===== src/design/exgb_pkg.sv =====
// ----------------------------------------------------------------------------
// exgb_pkg
// shared types and constants of the exp-golomb bit reader
// ----------------------------------------------------------------------------
package exgb_pkg;

  localparam int unsigned DEF_BUFFER_BYTES = 4096;
  localparam int unsigned MAX_PREFIX_ZEROS = 32;
  localparam int unsigned ZW               = 6;   // prefix zero count, up to 32
  localparam int unsigned VW               = 32;  // result width

  typedef enum logic [1:0] {
    KIND_LOAD  = 2'd0,
    KIND_FIXED = 2'd1,
    KIND_UE    = 2'd2,
    KIND_SE    = 2'd3
  } kind_e;

  // controller to datapath
  typedef struct packed {
    logic load;      // append the input byte
    logic start;     // latch a read item
    logic rd;        // read the byte under the bit position
    logic pre_step;  // count prefix zeros in the fetched byte
    logic suf_step;  // shift bits of the fetched byte into the accumulator
    logic sum;       // form the code from prefix and suffix
    logic emit;      // load the output register
  } cmd_t;

  // datapath to controller
  typedef struct packed {
    logic err;       // sticky error flag
    logic pre_end;   // prefix ends in this step
    logic pre_zero;  // prefix ended with no zeros
    logic suf_end;   // suffix or fixed field ends in this step
    logic out_free;  // output register can take a result
  } status_t;

endpackage


===== src/design/exgb_ctrl.sv =====
// ----------------------------------------------------------------------------
// exgb_ctrl
// sequencer: fetch/extract steps over prefix and suffix, then sum and emit
// ----------------------------------------------------------------------------
module exgb_ctrl (
  input  logic             clk_i,
  input  logic             rst_ni,
  input  logic             in_valid_i,
  input  logic [1:0]       kind_i,
  input  logic [5:0]       read_width_i,
  input  exgb_pkg::status_t status_i,
  output logic             in_ready_o,
  output exgb_pkg::cmd_t   cmd_o
);
  import exgb_pkg::*;

  typedef enum logic [2:0] {
    S_IDLE, S_PRE_RD, S_PRE_EX, S_SUF_RD, S_SUF_EX, S_SUM, S_EMIT
  } state_e;

  state_e state_q, state_d;
  logic   take;

  assign in_ready_o = (state_q == S_IDLE);
  assign take       = in_valid_i && in_ready_o;

  always_comb begin
    state_d = state_q;
    cmd_o   = '0;
    case (state_q)
      S_IDLE: begin
        if (take) begin
          if (kind_i == KIND_LOAD) begin
            cmd_o.load = 1'b1;
          end else begin
            cmd_o.start = 1'b1;
            if (kind_i == KIND_FIXED) begin
              state_d = (read_width_i == '0) ? S_SUM : S_SUF_RD;
            end else begin
              // no prefix is counted while the error flag is set
              state_d = status_i.err ? S_SUM : S_PRE_RD;
            end
          end
        end
      end
      S_PRE_RD: begin
        cmd_o.rd = 1'b1;
        state_d  = S_PRE_EX;
      end
      S_PRE_EX: begin
        cmd_o.pre_step = 1'b1;
        if (status_i.pre_end) begin
          state_d = status_i.pre_zero ? S_SUM : S_SUF_RD;
        end else begin
          state_d = S_PRE_RD;
        end
      end
      S_SUF_RD: begin
        cmd_o.rd = 1'b1;
        state_d  = S_SUF_EX;
      end
      S_SUF_EX: begin
        cmd_o.suf_step = 1'b1;
        state_d = status_i.suf_end ? S_SUM : S_SUF_RD;
      end
      S_SUM: begin
        cmd_o.sum = 1'b1;
        state_d   = S_EMIT;
      end
      S_EMIT: begin
        if (status_i.out_free) begin
          cmd_o.emit = 1'b1;
          state_d    = S_IDLE;
        end
      end
      default: state_d = S_IDLE;
    endcase
  end

  always_ff @(posedge clk_i or negedge rst_ni) begin
    if (!rst_ni) begin
      state_q <= S_IDLE;
    end else begin
      state_q <= state_d;
    end
  end

endmodule


===== config.mk =====
export PLATFORM = sky130hd
export DESIGN_NAME = exgb_ctrl
export DESIGN_NICKNAME = d
export VERILOG_FILES = /design/src/design/exgb_pkg.sv /design/src/design/exgb_ctrl.sv
export SDC_FILE = /design/constraint.sdc
export NUM_CORES = 1
export LEC_CHECK = 0
export BUFFER_PORTS_ARGS = -buffer_cell sky130_fd_sc_hd__buf_2
export CAP_MARGIN = 40
export CORE_AREA = 2 2 39 41
export DETAILED_ROUTE_END_ITERATION = 16
export DIE_AREA = 0 0 41 43
export PLACE_DENSITY = 0.53
export SYNTH_ARGS = -nofsm -noshare
export SYNTH_HDL_FRONTEND = slang
export SYNTH_SLANG_ARGS = --single-unit

===== constraint.sdc =====
create_clock -name clk_i -period 3.44 [get_ports clk_i]
set_input_delay 0.516 -clock clk_i [delete_from_list [all_inputs] [get_ports clk_i]]
set_output_delay 0.516 -clock clk_i [all_outputs]
set_load 0.01 [all_outputs]

==> results.toml <==
[clock_network]
clock-root-buffer = "clkbuf_4"
cts.clk_slew.worst_paths_ns = 0.04
cts_buffer_depth = 2
clkSinkCount = 3
htreeDepth = 1
cts_resized = 0
clk_latency_ns = 0.23
postCtsSetupBuffers = 0
cts_tree = "built"
cts-hold-fix-buffers = 0
cts_made_buffers = 3

[critical_path]
critPathBufInv = 2
max_stage_delay_ns = 0.49
reg2reg_depth = 3
critPathMaxFanout = 10
arrival_ns = 1.28
crit_chain = "nor3_4 -> nand2_1 -> inv_1 -> buf_2"
cp-end-kind = "output pin"
reg2reg_from = "state_q[2]$_DFFE_PN0P_"
critPathSlowestCell = "dfrtp_1"
crit_type = "flop to output pin"
reg2reg_slack_ns = 2.15
startpoint_type = "flop"
crit_family = "flip-flops"
r2r_end = "state_q[1]$_DFFE_PN0P_"
required_ns = 2.92

[global_route]
antenna_found_initial = 0
grt_max_degree = 12
track_usage = 0.09347
busiest_layer = "met2"
grt.overflow.total = 0
met1_usage = 0.1194
grt_pass1_vias = 295
use_met2 = 0.1469
use_met3 = 0
grt_pass1_wl_mm = 1.138

[synthesis]
yosysWarnings = 0
yosys.area.top_type = "dfrtp_1"
ys.flop_type = "dfrtp_1"
synthCells = 36
synthAdderAreaFrac = 0
synth_seq_area_share = 0.2479
ys_seq_elements = 3
synth_top_area_share = 0.2479
synthArstFlopShare = 1.000
ys_top_cells_by_area = "dfrtp_1 (25%), nor3b_1 (7.4%), nor3_4 (5.4%)"
yosys.area_share.xor_xnor = 0
synth_enable_flop_cells = 0
synth_top_family_by_area = "simple AND/OR/NAND/NOR gates"
synth_nets = 52
syn_avg_cell_area_um2 = 8.411
synth-simple-area-share = 0.4050
synthesis.area_um2 = 302.8
ys_top_cells_by_count = "dfrtp_1 (3), inv_1 (3), nor3b_1 (3)"
synth_cell_types = 25
synth-compound-area-share = 0.2521
synth.mux.area_fraction = 0

[routing]
vias = 357
ant_nets = 0
wl_um = 762
via_per_inst = 4.697
drc = 0
drtPass1Iterations = 4
drtIter0Drc = 6
routedWlPerCell_um = 10.03

[cells_and_area]
largest_reg_flops = 3
drive_gt1_frac = 0.5000
largest_registers = "state_q x3"
syn_to_final_growth_pct = 47.52
postLayoutCoreUtil = 0.3228
nets = 77
num_antenna_cells = 0
regMostFlops = "state_q"

[timing]
skew_ns = 0.002215
setup_viol = 0
slew_headroom = 0.7555
rsz0062_at_grt = "no"
fmax_ghz = 0.5558
min_period_ns = 1.799
setup_tns_ns = 0
timing.final.max_slew_violations = 0
final_hold_viol_count = 0
period_share = 0.5230
worst_pin_slew_ns = 0.3668

[place]
dp_hpwl_um = 600.9
port_buffers = 23
gp_congestion = 0.6982

[power_and_ir_drop]
finalPower_mw = 0.3205
cellPowerDensity_nw_per_um2 = 717.5
p_leak_nw = 0.2336
ir_drop_v = 0.0001431

[floorplan]
ios = 24
dieArea_um2 = 1763
fp.dieW_um = 41
start_util = 0.2188
rows = 14
core_um2 = 1384
die_h_um = 43

[run_status]
status = "finished, final reports clean"

[hold_path]
hold_path.class = "input port to asynchronous set/reset pin"

[job]
drv_cap = 0
-- metal layers --
layer	part of all wire	routed length, µm
met1	0.44	339
met2	0.44	335
met3	0.092	70
met4	0.022	17
met5	0	0
-- cells by family (layout without fill, tap and decap cells) --
group / count (synthesis) / count (layout)
AO/OA/AOI/OAI: 10 / 10
buffers and inverters: 6 / 30
flip-flops: 3 / 3
AND/OR/NAND/NOR: 17 / 17
-- layout make-up --
class                      instances  area, µm²
sequential                         3      75.07
clock buffer                       4      26.28
tap                               16      20.02
timing repair buffer              23      115.1
multi-input combinational         27      198.9
fill                             165      937.1
inverter                           3      11.26
-- worst max path at each step --
| stage | endpoint | cells after the start | from | slack [ns] |
|---|---|---|---|---|
| after floorplan | cmd_o[6] | 3 | state_q[2]$_DFFE_PN0P_ | 1.96 |
| after global placement | cmd_o[5] | 5 | kind_i[1] | 1.82 |
| after detailed placement | cmd_o[5] | 5 | kind_i[1] | 1.82 |
| after CTS | cmd_o[5] | 4 | state_q[2]$_DFFE_PN0P_ | 1.63 |
| after global routing | cmd_o[5] | 4 | state_q[2]$_DFFE_PN0P_ | 1.54 |
| final | cmd_o[5] | 4 | state_q[2]$_DFFE_PN0P_ | 1.64 |
-- power breakdown --
group / internal, mW / switching, mW / total, mW / leakage (nW)
Clock: 0.0435 / 0.0187 / 0.0622 / 0.0150
Sequential: 0.0535 / 0.0553 / 0.109 / 0.0364
Combinational: 0.0796 / 0.0699 / 0.150 / 0.182
-- per-stage QoR --
step / area (µm²) / cells / hold slack [ns] / worst slack, ns
2_1_floorplan: 302.8 / 36 / 0.2204 / 1.959
3_3_place_gp: 420.4 / 72 / 0.3131 / 1.819
3_5_place_dp: 420.4 / 72 / 0.3140 / 1.816
4_1_cts: 446.7 / 76 / 0.06536 / 1.628
5_1_grt: 446.7 / 76 / 0.06797 / 1.537
6_report: 446.7 / 76 / 0.06697 / 1.641
-- layout by cell type (no fill, tap or decap), drive strengths merged, types with 2 or more instances in the layout --
master / Yosys / layout
clkbuf: 0 / 4
nor3b: 3 / 3
buf: 3 / 23
nand2: 2 / 2
inv: 3 / 3
nor3: 3 / 3
dfrtp: 3 / 3
nor2: 2 / 2
and3: 2 / 2
-- worst reg2reg max path, stage by stage, from the launching register on --
cell,delay [ns]
dfrtp_1,0.49
nor3_4,0.26
nand2_1,0.12
o311ai_1,0.31
Power figures use the tool's default switching activity.
